`config.mk`:
```
export PLATFORM = sky130hd
export DESIGN_NAME = qp_table_container_parser
export DESIGN_NICKNAME = d
export VERILOG_FILES = /design/src/rtl/qtp_pkg.sv /design/src/rtl/qp_table_container_parser.sv /design/src/rtl/qtp_parser.sv /design/src/rtl/qtp_rsp_queue.sv
export SDC_FILE = /design/constraint.sdc
export NUM_CORES = 2
export LEC_CHECK = 0
export BUFFER_PORTS_ARGS = -buffer_cell sky130_fd_sc_hd__buf_2
export CAP_MARGIN = 40
export CORE_MARGIN = 5
export CORE_UTILIZATION = 60
export DETAILED_ROUTE_END_ITERATION = 16
export GPL_ROUTABILITY_DRIVEN = 0
export PLACE_DENSITY = 0.77
export SKIP_CTS_REPAIR_TIMING = 1
export SYNTH_ARGS = -nofsm -noshare
export SYNTH_HDL_FRONTEND = slang
export SYNTH_SLANG_ARGS = --single-unit
export TNS_END_PERCENT = 20
```
`constraint.sdc`:
```
create_clock -name clock -period 27.2 [get_ports clock]
set_clock_uncertainty 0.1 [all_clocks]
set_input_delay 2.72 -clock clock [delete_from_list [all_inputs] [get_ports clock]]
set_output_delay 2.72 -clock clock [all_outputs]
set_load 0.02 [all_outputs]
```
`src/rtl/qtp_pkg.sv`:
```
// Shared types, constants and codes of the QP-table container parser.
package qtp_pkg;

   // Limits of the container format.
   localparam int MAX_TABLES = 16;
   localparam int NAME_MAX   = 64;
   localparam int MAX_ELEMS  = 1 << 20;

   // Widths that follow from the limits.
   localparam int TABLES_W    = $clog2(MAX_TABLES + 1);
   localparam int NAME_LEFT_W = $clog2(NAME_MAX + 1);

   // Header lengths in bytes.
   localparam logic [31:0] MIN_STREAM_BYTES = 32'd8;
   localparam logic [31:0] FIELD_BYTES      = 32'd4;
   localparam logic [32:0] DIMS_BYTES       = 33'd8;

   // Magic word "QPT1", first byte first.
   localparam logic [7:0] MAGIC [4] = '{8'h51, 8'h50, 8'h54, 8'h31};

   // Depth of the result queue.
   localparam int QDEPTH = 4;
   localparam int QPTR_W = $clog2(QDEPTH);
   localparam int QCNT_W = $clog2(QDEPTH + 1);

   typedef enum logic [3:0] {
      PH_IDLE,
      PH_MAGIC,
      PH_COUNT,
      PH_NLEN,
      PH_NAME,
      PH_ROWS,
      PH_COLS,
      PH_ELEM,
      PH_DONE
   } phase_type;

   typedef enum logic [1:0] {
      KIND_NAME    = 2'd0,
      KIND_HEADER  = 2'd1,
      KIND_ELEMENT = 2'd2,
      KIND_VERDICT = 2'd3
   } kind_type;

   typedef enum logic [2:0] {
      ST_OK       = 3'd0,
      ST_MAGIC    = 3'd1,
      ST_COUNT    = 3'd2,
      ST_NLEN     = 3'd3,
      ST_NAME     = 3'd4,
      ST_DIMS     = 3'd5,
      ST_ROWS     = 3'd6,
      ST_TRAILING = 3'd7
   } status_type;

   typedef struct packed {
      logic       start_req;
      logic [7:0] data_byte;
   } req_type;

   typedef struct packed {
      logic [1:0]  kind;
      logic [7:0]  table_index;
      logic [19:0] position;
      logic [15:0] value;
      logic [20:0] row_count;
      logic [20:0] col_count;
      logic [2:0]  status;
      logic        last;
   } rsp_type;

   // Results of one byte, handed from the parser to the result queue.
   typedef struct packed {
      logic [1:0] count;
      rsp_type    rsp0;
      rsp_type    rsp1;
   } push_type;

endpackage

```
`src/rtl/qp_table_container_parser.sv`:
```
// Top level of the QP-table container parser: byte register, parser and result queue.
//
//   channel  direction  handshake          payload
//   req      in         req_valid/stall    start_req, data_byte (one byte per item)
//   rsp      out        rsp_valid/stall    kind, table_index, position, value,
//                                          row_count, col_count, status, last
//   csr      in         csr_valid/ready    stream_size (32 bits)
//
// The block takes one byte item in every cycle while req_stall is low. A taken byte
// is held in the byte register and parsed once the queue has room; its results then
// enter the four-entry result queue. A byte makes at most two results; the parser
// moves on only while the queue has two free entries, and req_stall rises when a
// byte is held and it does not. Reset is synchronous and leaves the parser idle with
// the queue empty. The stream length register is always ready.
module qp_table_container_parser (
   input  logic             clock,
   input  logic             reset,
   input  logic             req_valid,
   output logic             req_stall,
   input  qtp_pkg::req_type req_data,
   output logic             rsp_valid,
   input  logic             rsp_stall,
   output qtp_pkg::rsp_type rsp_data,
   input  logic             csr_valid,
   output logic             csr_ready,
   input  logic [31:0]      csr_data
);
   import qtp_pkg::*;

   logic [31:0] size_ff, size_in;
   logic        in_valid_ff, in_valid_in;
   req_type     in_data_ff, in_data_in;
   logic        room;
   logic        fire;
   logic        accept;
   push_type    push;

   // The register port never holds off a write.
   assign csr_ready = 1'b1;

   // The held byte is parsed when both of its results are sure to fit.
   assign fire      = in_valid_ff && room;
   assign req_stall = in_valid_ff && !room;
   assign accept    = req_valid && !req_stall;

   always_comb begin
      size_in     = (csr_valid && csr_ready) ? csr_data : size_ff;
      in_data_in  = accept ? req_data : in_data_ff;
      in_valid_in = accept ? 1'b1 : (fire ? 1'b0 : in_valid_ff);
   end

   always_ff @(posedge clock) begin
      if (reset) begin
         size_ff     <= '0;
         in_valid_ff <= 1'b0;
      end else begin
         size_ff     <= size_in;
         in_valid_ff <= in_valid_in;
      end
   end

   // The byte itself needs no reset; its valid bit guards it.
   always_ff @(posedge clock) begin
      in_data_ff <= in_data_in;
   end

   qtp_parser u_parser (
      .clock       (clock),
      .reset       (reset),
      .fire        (fire),
      .item        (in_data_ff),
      .stream_size (size_ff),
      .push        (push)
   );

   qtp_rsp_queue u_queue (
      .clock     (clock),
      .reset     (reset),
      .push      (push),
      .room      (room),
      .rsp_valid (rsp_valid),
      .rsp_stall (rsp_stall),
      .rsp_data  (rsp_data)
   );

endmodule

```
`src/rtl/qtp_parser.sv`:
```
// Parser state and the per-byte field logic of the container.
module qtp_parser (
   input  logic             clock,
   input  logic             reset,
   input  logic             fire,
   input  qtp_pkg::req_type item,
   input  logic [31:0]      stream_size,
   output qtp_pkg::push_type push
);
   import qtp_pkg::*;

   phase_type               phase_ff, phase_in;
   logic [31:0]             field_accum_ff, field_accum_in;
   logic [1:0]              field_byte_pos_ff, field_byte_pos_in;
   logic [31:0]             bytes_left_ff, bytes_left_in;
   logic [TABLES_W-1:0]     tables_total_ff, tables_total_in;
   logic [7:0]              table_number_ff, table_number_in;
   logic [NAME_LEFT_W-1:0]  name_left_ff, name_left_in;
   logic [31:0]             rows_held_ff, rows_held_in;
   logic [20:0]             elements_left_ff, elements_left_in;
   logic [19:0]             element_number_ff, element_number_in;
   logic [7:0]              low_byte_hold_ff, low_byte_hold_in;

   function automatic rsp_type make_rsp(kind_type k, logic [7:0] tbl, logic [19:0] pos,
                                        logic [15:0] val, logic [20:0] rows,
                                        logic [20:0] cols, status_type st);
      rsp_type r;
      r.kind        = k;
      r.table_index = tbl;
      r.position    = pos;
      r.value       = val;
      r.row_count   = rows;
      r.col_count   = cols;
      r.status      = st;
      r.last        = 1'b0;
      return r;
   endfunction

   always_comb begin
      logic [31:0] fld;
      logic        fdone;
      logic [20:0] r21;
      logic [20:0] c21;
      logic [41:0] prod;
      logic        dims_bad;

      phase_in          = phase_ff;
      field_accum_in    = field_accum_ff;
      field_byte_pos_in = field_byte_pos_ff;
      bytes_left_in     = bytes_left_ff;
      tables_total_in   = tables_total_ff;
      table_number_in   = table_number_ff;
      name_left_in      = name_left_ff;
      rows_held_in      = rows_held_ff;
      elements_left_in  = elements_left_ff;
      element_number_in = element_number_ff;
      low_byte_hold_in  = low_byte_hold_ff;
      push              = '0;
      fld               = '0;
      fdone             = 1'b0;
      r21               = '0;
      c21               = '0;
      prod              = '0;
      dims_bad          = 1'b0;

      if (fire) begin
         // A start byte drops all progress and loads the stream length.
         if (item.start_req) begin
            phase_in          = PH_MAGIC;
            field_accum_in    = '0;
            field_byte_pos_in = '0;
            tables_total_in   = '0;
            table_number_in   = '0;
            name_left_in      = '0;
            rows_held_in      = '0;
            elements_left_in  = '0;
            element_number_in = '0;
            low_byte_hold_in  = '0;
            bytes_left_in     = stream_size;
         end

         if (item.start_req && stream_size < MIN_STREAM_BYTES) begin
            push.count = 2'd1;
            push.rsp0  = make_rsp(KIND_VERDICT, 8'd0, '0, '0, '0, '0, ST_MAGIC);
            phase_in   = PH_DONE;
         end else if (phase_in != PH_IDLE && phase_in != PH_DONE) begin
            bytes_left_in = bytes_left_in - 32'd1;
            // Little-endian field with this byte merged in.
            fld   = field_accum_in | ({24'd0, item.data_byte} << {field_byte_pos_in, 3'b000});
            fdone = (field_byte_pos_in == 2'd3);

            case (phase_in)
               PH_MAGIC: begin
                  if (item.data_byte != MAGIC[field_byte_pos_in]) begin
                     push.count = 2'd1;
                     push.rsp0  = make_rsp(KIND_VERDICT, 8'd0, '0, '0, '0, '0, ST_MAGIC);
                     phase_in   = PH_DONE;
                  end else if (fdone) begin
                     field_byte_pos_in = '0;
                     field_accum_in    = '0;
                     phase_in          = PH_COUNT;
                  end else begin
                     field_byte_pos_in = field_byte_pos_in + 2'd1;
                  end
               end
               PH_COUNT: begin
                  field_accum_in    = fld;
                  field_byte_pos_in = field_byte_pos_in + 2'd1;
                  if (fdone) begin
                     if (fld == 32'd0 || fld > 32'(MAX_TABLES)) begin
                        push.count = 2'd1;
                        push.rsp0  = make_rsp(KIND_VERDICT, 8'd0, '0, '0, '0, '0, ST_COUNT);
                        phase_in   = PH_DONE;
                     end else begin
                        tables_total_in = fld[TABLES_W-1:0];
                        table_number_in = '0;
                        field_accum_in  = '0;
                        if (bytes_left_in < FIELD_BYTES) begin
                           push.count = 2'd1;
                           push.rsp0  = make_rsp(KIND_VERDICT, 8'd0, '0, '0, '0, '0,
                                                 ST_NLEN);
                           phase_in   = PH_DONE;
                        end else begin
                           phase_in = PH_NLEN;
                        end
                     end
                  end
               end
               PH_NLEN: begin
                  field_accum_in    = fld;
                  field_byte_pos_in = field_byte_pos_in + 2'd1;
                  if (fdone) begin
                     if (fld == 32'd0 || fld > 32'(NAME_MAX) ||
                         {1'b0, bytes_left_in} < ({1'b0, fld} + DIMS_BYTES)) begin
                        push.count = 2'd1;
                        push.rsp0  = make_rsp(KIND_VERDICT, table_number_in, '0, '0, '0, '0,
                                              ST_NAME);
                        phase_in   = PH_DONE;
                     end else begin
                        name_left_in      = fld[NAME_LEFT_W-1:0];
                        element_number_in = '0;
                        phase_in          = PH_NAME;
                     end
                  end
               end
               PH_NAME: begin
                  push.count        = 2'd1;
                  push.rsp0         = make_rsp(KIND_NAME, table_number_in, element_number_in,
                                               {8'd0, item.data_byte}, '0, '0, ST_OK);
                  element_number_in = element_number_in + 20'd1;
                  name_left_in      = name_left_in - NAME_LEFT_W'(1);
                  if (name_left_in == '0) begin
                     field_accum_in    = '0;
                     field_byte_pos_in = '0;
                     phase_in          = PH_ROWS;
                  end
               end
               PH_ROWS: begin
                  field_accum_in    = fld;
                  field_byte_pos_in = field_byte_pos_in + 2'd1;
                  if (fdone) begin
                     rows_held_in   = fld;
                     field_accum_in = '0;
                     phase_in       = PH_COLS;
                  end
               end
               PH_COLS: begin
                  field_accum_in    = fld;
                  field_byte_pos_in = field_byte_pos_in + 2'd1;
                  if (fdone) begin
                     // Both sides are cut to 21 bits so the product stays 21 by 21.
                     r21      = rows_held_in[20:0];
                     c21      = fld[20:0];
                     prod     = r21 * c21;
                     dims_bad = rows_held_in == 32'd0 || fld == 32'd0 ||
                                rows_held_in > 32'(MAX_ELEMS) || fld > 32'(MAX_ELEMS) ||
                                prod > 42'(MAX_ELEMS);
                     if (dims_bad) begin
                        push.count = 2'd1;
                        push.rsp0  = make_rsp(KIND_VERDICT, table_number_in, '0, '0, '0, '0,
                                              ST_DIMS);
                        phase_in   = PH_DONE;
                     end else if ({1'b0, bytes_left_in} < {10'd0, prod[21:0], 1'b0}) begin
                        push.count = 2'd1;
                        push.rsp0  = make_rsp(KIND_VERDICT, table_number_in, '0, '0, '0, '0,
                                              ST_ROWS);
                        phase_in   = PH_DONE;
                     end else begin
                        push.count        = 2'd1;
                        push.rsp0         = make_rsp(KIND_HEADER, table_number_in, '0, '0,
                                                     r21, c21, ST_OK);
                        elements_left_in  = prod[20:0];
                        element_number_in = '0;
                        field_byte_pos_in = '0;
                        phase_in          = PH_ELEM;
                     end
                  end
               end
               PH_ELEM: begin
                  if (field_byte_pos_in == 2'd0) begin
                     low_byte_hold_in  = item.data_byte;
                     field_byte_pos_in = 2'd1;
                  end else begin
                     field_byte_pos_in = 2'd0;
                     push.count        = 2'd1;
                     push.rsp0         = make_rsp(KIND_ELEMENT, table_number_in,
                                                  element_number_in,
                                                  {item.data_byte, low_byte_hold_in},
                                                  '0, '0, ST_OK);
                     element_number_in = element_number_in + 20'd1;
                     elements_left_in  = elements_left_in - 21'd1;
                     if (elements_left_in == 21'd0) begin
                        if (({1'b0, table_number_in} + 9'd1) < 9'(tables_total_in)) begin
                           table_number_in   = table_number_in + 8'd1;
                           field_accum_in    = '0;
                           field_byte_pos_in = '0;
                           if (bytes_left_in < FIELD_BYTES) begin
                              push.count = 2'd2;
                              push.rsp1  = make_rsp(KIND_VERDICT, table_number_in, '0, '0,
                                                    '0, '0, ST_NLEN);
                              phase_in   = PH_DONE;
                           end else begin
                              phase_in = PH_NLEN;
                           end
                        end else begin
                           push.count = 2'd2;
                           push.rsp1  = make_rsp(KIND_VERDICT, table_number_in, '0, '0,
                                                 '0, '0,
                                                 (bytes_left_in != 32'd0) ? ST_TRAILING
                                                                          : ST_OK);
                           phase_in   = PH_DONE;
                        end
                     end
                  end
               end
               default: begin
               end
            endcase
         end

         if (push.count == 2'd2) begin
            push.rsp1.last = 1'b1;
         end else if (push.count == 2'd1) begin
            push.rsp0.last = 1'b1;
         end
      end
   end

   always_ff @(posedge clock) begin
      if (reset) begin
         phase_ff          <= PH_IDLE;
         field_accum_ff    <= '0;
         field_byte_pos_ff <= '0;
         bytes_left_ff     <= '0;
         tables_total_ff   <= '0;
         table_number_ff   <= '0;
         name_left_ff      <= '0;
         rows_held_ff      <= '0;
         elements_left_ff  <= '0;
         element_number_ff <= '0;
         low_byte_hold_ff  <= '0;
      end else begin
         phase_ff          <= phase_in;
         field_accum_ff    <= field_accum_in;
         field_byte_pos_ff <= field_byte_pos_in;
         bytes_left_ff     <= bytes_left_in;
         tables_total_ff   <= tables_total_in;
         table_number_ff   <= table_number_in;
         name_left_ff      <= name_left_in;
         rows_held_ff      <= rows_held_in;
         elements_left_ff  <= elements_left_in;
         element_number_ff <= element_number_in;
         low_byte_hold_ff  <= low_byte_hold_in;
      end
   end

endmodule

```
`src/rtl/qtp_rsp_queue.sv`:
```
// Small result queue that takes up to two results a cycle and hands out one while rsp_stall is low.
module qtp_rsp_queue (
   input  logic              clock,
   input  logic              reset,
   input  qtp_pkg::push_type push,
   output logic              room,
   output logic              rsp_valid,
   input  logic              rsp_stall,
   output qtp_pkg::rsp_type  rsp_data
);
   import qtp_pkg::*;

   rsp_type           entry_ff [QDEPTH];
   logic [QPTR_W-1:0] head_ff, head_in;
   logic [QPTR_W-1:0] tail_ff, tail_in;
   logic [QCNT_W-1:0] count_ff, count_in;
   logic              pop;

   // Room means two free entries, whatever leaves this cycle.
   assign room      = (count_ff <= QCNT_W'(QDEPTH - 2));
   assign rsp_valid = (count_ff != '0);
   assign rsp_data  = entry_ff[head_ff];
   assign pop       = rsp_valid && !rsp_stall;

   always_comb begin
      head_in  = pop ? head_ff + QPTR_W'(1) : head_ff;
      tail_in  = tail_ff + QPTR_W'(push.count);
      count_in = count_ff + QCNT_W'(push.count) - QCNT_W'(pop);
   end

   always_ff @(posedge clock) begin
      if (push.count != 2'd0) begin
         entry_ff[tail_ff] <= push.rsp0;
      end
      if (push.count == 2'd2) begin
         entry_ff[tail_ff + QPTR_W'(1)] <= push.rsp1;
      end
   end

   always_ff @(posedge clock) begin
      if (reset) begin
         head_ff  <= '0;
         tail_ff  <= '0;
         count_ff <= '0;
      end else begin
         head_ff  <= head_in;
         tail_ff  <= tail_in;
         count_ff <= count_in;
      end
   end

endmodule

```
# Word-level counts from Yosys, hierarchy flattened
# Memories as Yosys holds them, arrays and structs flattened. A register that Yosys moved wholly into a read port is not among the register bits.
# Cells that the tools add are included.
# W data, S select, Z words.
# word_totals
regBits	220
latchBits	0
mem_bits_rw	368
mem_bits_ro	0
inputBits	46
output_inout_bits	95
wordCells	233
memories	1
# memory_table
name	depth	word_bits	rd	rd_ports_with_merged_regs	write_ports	line_no	text
u_queue.entry_ff	4	92	1	1	2	qtp_rsp_queue.sv:13	rsp_type entry_ff [QDEPTH];
# op_classes
n_addsub	13
mul	1
div	0
magnitude_cmp	12
eq_ne	13
shifts	1
muxes	144
n_bitwise	2
reduce_logical	28
# ops
op	n
$mux W32	23
$mux W94	7
$pmux W94 S6	1
$mux W186	3
$mux W92	6
$mux W93	3
$mux W20	10
$pmux W32 S6	1
$mux W21	8
$mux W8	17
$pmux W20 S4	1
$mux W4	19
$gt A32 B21 Y1 const B	2
$logic_not A32 Y1	2
$gt A42 B21 Y1 const B	1
$mul A21 B21 Y42	1
$mux W7	6
$pmux W21 S2	1
$mux W5	7
$add A32 B4 Y33 const B	1
$lt A32 B33 Y1	1
$gt A32 B5 Y1 const B	1
$gt A32 B7 Y1 const B	1
$lt A32 B23 Y1	1
45 further kinds	90

# Depth between registers and ports, before layout
# logic_depth
depth_word	23
ltp_mapped	49
mapped_depth_nobuf	35

# Modules after synthesis
# From an unflattened synthesis, not the netlist that was laid out.
# hier_totals
cells_unflattened	5093
hier_area_um2	49954.2
# by_module_without_submodules
module	n_inst	cells_per_inst	area_each_um2	seq_area_each_um2
qtp_parser	1	4028	30340.3	3423.3
qtp_rsp_queue	1	945	18107.4	11230.8
qp_table_container_parser	1	120	1506.4	930.9

# Worst setup path after synthesis
# No wires, ideal clock.
# synth_timing
path_type	flip-flop to flip-flop
startpoint	register in_data_ff[8] (netlist name)
endpoint	register u_parser.elements_left_ff[6]
setup_ns	0.127
arrival_ns	10.568
required_ns	26.973
path_slack_ns	16.405
stages_incl_launch_ff	41
path_buffers	15
period_less_slack_ns	10.795
cell_sequence	edfxtp_1 -> buf_6 -> buf_6 -> buf_12 -> buf_8 -> buf_8 -> buf_8 -> clkbuf_1 -> clkbuf_1 -> clkbuf_1 -> buf_2 -> buf_2 -> buf_2 -> buf_1 -> or2_2 -> clkbuf_1 -> nor2_1 -> fa_1 -> [5 not listed] -> fa_1 -> fa_1 -> fa_1 -> inv_1 -> fa_1 -> ha_1 -> a21oi_1 -> o21ai_0 -> a211oi_1 -> o221ai_1 -> a211oi_1 -> o21ai_0 -> xor2_1 -> or4_1 -> clkbuf_1 -> or3_4 -> o311a_1 -> or3_1
# synth_via
elab_chain_cells	14
word_cells_on_any_way	42
# synth_lines
element	line_no	text
start: declaration	qp_table_container_parser.sv:32	req_type in_data_ff, in_data_in;
start signal: assignment	qp_table_container_parser.sv:64	in_data_ff <= in_data_in;
parallel branches: the longest is 13 deep, another holds $mul A21 B21 Y42	n/a	
$mux W21 (*)	qtp_parser.sv:82	if (item.start_req && stream_size < MIN_STREAM_BYTES) begin
end signal: assignment	qtp_parser.sv:271	elements_left_ff <= elements_left_in;
end: declaration	qtp_parser.sv:20	logic [20:0] elements_left_ff, elements_left_in;
# Every way passes the cells marked *. The select of a mux whose other input is x is not followed.
# A chain may end at the register's enable or synchronous reset.

# Worst setup path in the final report
# layout_timing
startpoint	register u_parser.field_byte_pos_ff[0]
endpoint	register u_parser.elements_left_ff[6]
# layout_via
elab_chain_cells	14
word_cells_on_any_way	22
# layout_lines
element	line_no	text
start: declaration	qtp_parser.sv:14	logic [1:0] field_byte_pos_ff, field_byte_pos_in;
start signal: assignment	qtp_parser.sv:265	field_byte_pos_ff <= field_byte_pos_in;
$mux W2 (*)	qtp_parser.sv:68	if (item.start_req) begin
$mux W2 (*)	qtp_parser.sv:66	if (fire) begin
parallel branches: the longest is 9 deep, another holds $mul A21 B21 Y42	n/a	
$pmux W21 S2 (*)	qtp_parser.sv:92	case (phase_in)
$mux W21 (*)	qtp_parser.sv:86	end else if (phase_in != PH_IDLE && phase_in != PH_DONE) begin
$mux W21 (*)	qtp_parser.sv:82	
# Marks and branches as above.

==> impl_metrics.json <==
{
  "relSlewSlack_pct": 32.88,
  "p_comb_share_pct": 18.4,
  "final_cell_mix": "nor2_1, dfxtp_1, nand2_1, inv_1, o21ai_0",
  "yosysWarnings": 0,
  "cp_data_arrival_time_ns": 11.87,
  "yosysUniqueCellTypes": 107,
  "postRouteAntennaNets": 0,
  "path_buf_inv": 4,
  "final.setup.tns_ns": 0,
  "rows": 101,
  "ys_seq_area_share_pct": 26.98,
  "yosysTopAreaCellShare_pct": 22.75,
  "required_ns": 27.65,
  "met3_usage_pct": 10.05,
  "dp_hpwl_um": 105500,
  "wl_per_cell_um": 23.06,
  "drt_iter0_markers": 5592,
  "syn_area_mm2": 0.04620,
  "max_stage_delay_ns": 0.84,
  "fp.dieH_um": 287.5,
  "start_kind": "flip-flop",
  "use_met2_pct": 53.77,
  "antenna_found_initial": 1,
  "endpoint_kind": "flip-flop",
  "final_common_cell": "nor2_1",
  "finalCritPeriodShare_pct": 42.00,
  "rsz0062_at_grt": "no",
  "synth-edff-count": 65,
  "min_path_type": "reg -> reg",
  "grt_pass1_vias": 40929,
  "p_seq_share_pct": 42.2,
  "p_leak_nw": 20.06,
  "fmax_mhz": 87.54,
  "grt-busiest-layer": "met2",
  "die_area_mm2": 0.08264,
  "fin_area_mm2": 0.04976,
  "cts.sinks": 590,
  "drtPass1Iterations": 9,
  "clkTransAtPathRegs_ns": 0.07,
  "fillers": 6299,
  "cts_buffers": 61,
  "cp_top_family": "adder cells",
  "grt_max_degree": 89,
  "initial_utilization_pct": 60.63,
  "grt_usage_pct": 35.05,
  "dp_slack_ns": 16.25,
  "intPower_mw": 1.539,
  "p_per_area_mw_per_mm2": 43.98,
  "syn2layout_area_growth_pct": 7.716,
  "r2r_slack_ns": 15.78,
  "syn_avg_cell_area_um2": 8.481,
  "cts_root_buf": "clkbuf_16",
  "maxCapViolCount": 0,
  "routed_wl_um": 148400,
  "status": "finished clean",
  "yosys.area.top_type": "dfxtp_1",
  "hold_viol": 0,
  "coreArea_mm2": 0.07620,
  "clk_latency_ns": 0.67,
  "grt-ovfl-total": 0,
  "placed_area_mm2": 0.04771,
  "drive_gt1_share_pct": 10.05,
  "peakVddDrop_mv": 0.04621,
  "syn_nets": 6075,
  "viasPerCell": 6.594,
  "clockBufferDepth": 3,
  "cts_max_level": 2,
  "worst_slew_pin_slew_ns": 1.002,
  "async_flop_share_pct": 0,
  "cp_common_cell": "fa_1",
  "use_met1_pct": 46.63,
  "dp_cells": 6326,
  "drc": 0,
  "die_x_um": 287.5,
  "layout_setup_ws_ns": 15.78,
  "critPathSlowestCell": "o21bai_1",
  "fin_cells": 6436,
  "crit_type": "reg -> reg",
  "setup_violations": 0,
  "critPathMaxFanout": 28,
  "p_sw_mw": 0.6492,
  "fin_crit_ns": 11.42,
  "io_pins": 141,
  "switching_share_pct": 29.66,
  "synth_area_leaders": "dfxtp_1, fa_1, ha_1",
  "io_buffers": 139,
  "ys_seq_elements": 590,
  "synth_ff_type": "dfxtp_1",
  "cts_tree": "yes",
  "drv_slew": 0,
  "via_count": 42436,
  "grt_pass1_wl_um": 232100,
  "p_clk_share_pct": 39.4,
  "synthCells": 5447,
  "fin_nets": 5989
}
## final cells by class
type / instances / area [µm²] / area share, %
Tap cell: 1030 / 1289 / 2.590
Antenna cell: 3 / 7.507 / 0.01509
Timing Repair Buffer: 260 / 1815 / 3.648
Clock buffer: 80 / 1638 / 3.291
Clock inverter: 25 / 391.6 / 0.7870
Multi-Input combinational cell: 4026 / 30570 / 61.43
Sequential cell: 590 / 12470 / 25.06
Inverter: 422 / 1584 / 3.183
## worst reg2reg max path: cells and delay by family, from the launching register on
kind,cells,cell delay [ns]
flip-flops,1,0.56
multiplexers,2,0.57
AND/OR/NAND/NOR,10,2.90
adder cells (fa/ha/maj),8,3.56
buffers and inverters,4,1.21
AO/OA/AOI/OAI,5,2.41
## metrics by stage
step,utilization [%],power (mW),hold WS (ns)
final,65.30,2.189,0.3543
after global routing,65.29,2.256,0.3709
after CTS,65.28,2.181,0.3559
after detailed placement,62.61,1.334,0.3469
after global placement,62.13,1.318,0.3389
after floorplan,-,1.216,0.3331
## power groups by stage
stage | registers (mW) | logic (mW) | clock network, mW
3_5_place_dp | 0.943 | 0.391 | 0
4_1_cts | 0.924 | 0.393 | 0.864
2_1_floorplan | 0.921 | 0.295 | 0
6_report | 0.924 | 0.403 | 0.862
5_1_grt | 0.926 | 0.429 | 0.900
3_3_place_gp | 0.947 | 0.371 | 0
## synthesized netlist by cell type, types with 29 or more instances
cell type,number
nand4_1,86
a21oi_1,259
mux4_2,92
buf_2,62
a22o_1,45
clkbuf_1,306
o22ai_1,31
o21ai_0,396
a21o_1,30
ha_1,223
o211ai_1,37
inv_1,419
buf_1,29
nor2b_1,57
or3_1,33
o21ai_1,54
xnor2_1,80
nand3_1,369
a22oi_1,68
a31oi_1,31
dfxtp_1,525
fa_1,359
edfxtp_1,65
nor4_1,47
nor2_1,607
mux2i_1,86
nand2_1,516
or2_2,38
nor3_1,87
## state kept, by name, summed over array words and instances (netlist names), named ones only
signal	flops
u_parser.tables_total_ff	5
u_queue.tail_ff	2
u_parser.table_number_ff	8
u_queue.entry_ff	368
u_parser.element_number_ff	20
in_data_ff	9
u_parser.low_byte_hold_ff	8
size_ff	32
u_parser.rows_held_ff	32
u_parser.phase_ff	4
u_parser.bytes_left_ff	32
u_parser.field_accum_ff	32
u_queue.count_ff	3
in_valid_ff	1
u_parser.elements_left_ff	21
u_queue.head_ff	2
u_parser.field_byte_pos_ff	2
u_parser.name_left_ff	7
## layer usage
metal  part of all wire, %  wire length, µm
met5                     0                0
met4                   5.3             7851
met3                    13            19220
met2                    44            64710
met1                    38            56630
## logic make-up after synthesis
kind of cell	count (synthesis)	share of synthesized area, %
multiplexers	191	6.706
adder cells (fa/ha/maj)	582	21.60
XOR/XNOR	105	1.991
buffers and inverters	831	7.120
AND/OR/NAND/NOR	1995	20.28
flip-flops	590	26.98
other	1	0.008117
AO/OA/AOI/OAI	1152	15.33
## worst paths after layout
kind	startpoint	to	cells after the start
setup reg to reg	u_parser.field_byte_pos_ff[0]	u_parser.elements_left_ff[6]	29
setup / recovery	u_parser.field_byte_pos_ff[0]	u_parser.elements_left_ff[6]	29
hold reg to reg	u_queue.entry_ff[2][51]	u_queue.entry_ff[2][51]	2
hold / removal	u_queue.entry_ff[2][51]	u_queue.entry_ff[2][51]	2
(Power assumes the default switching activity.)
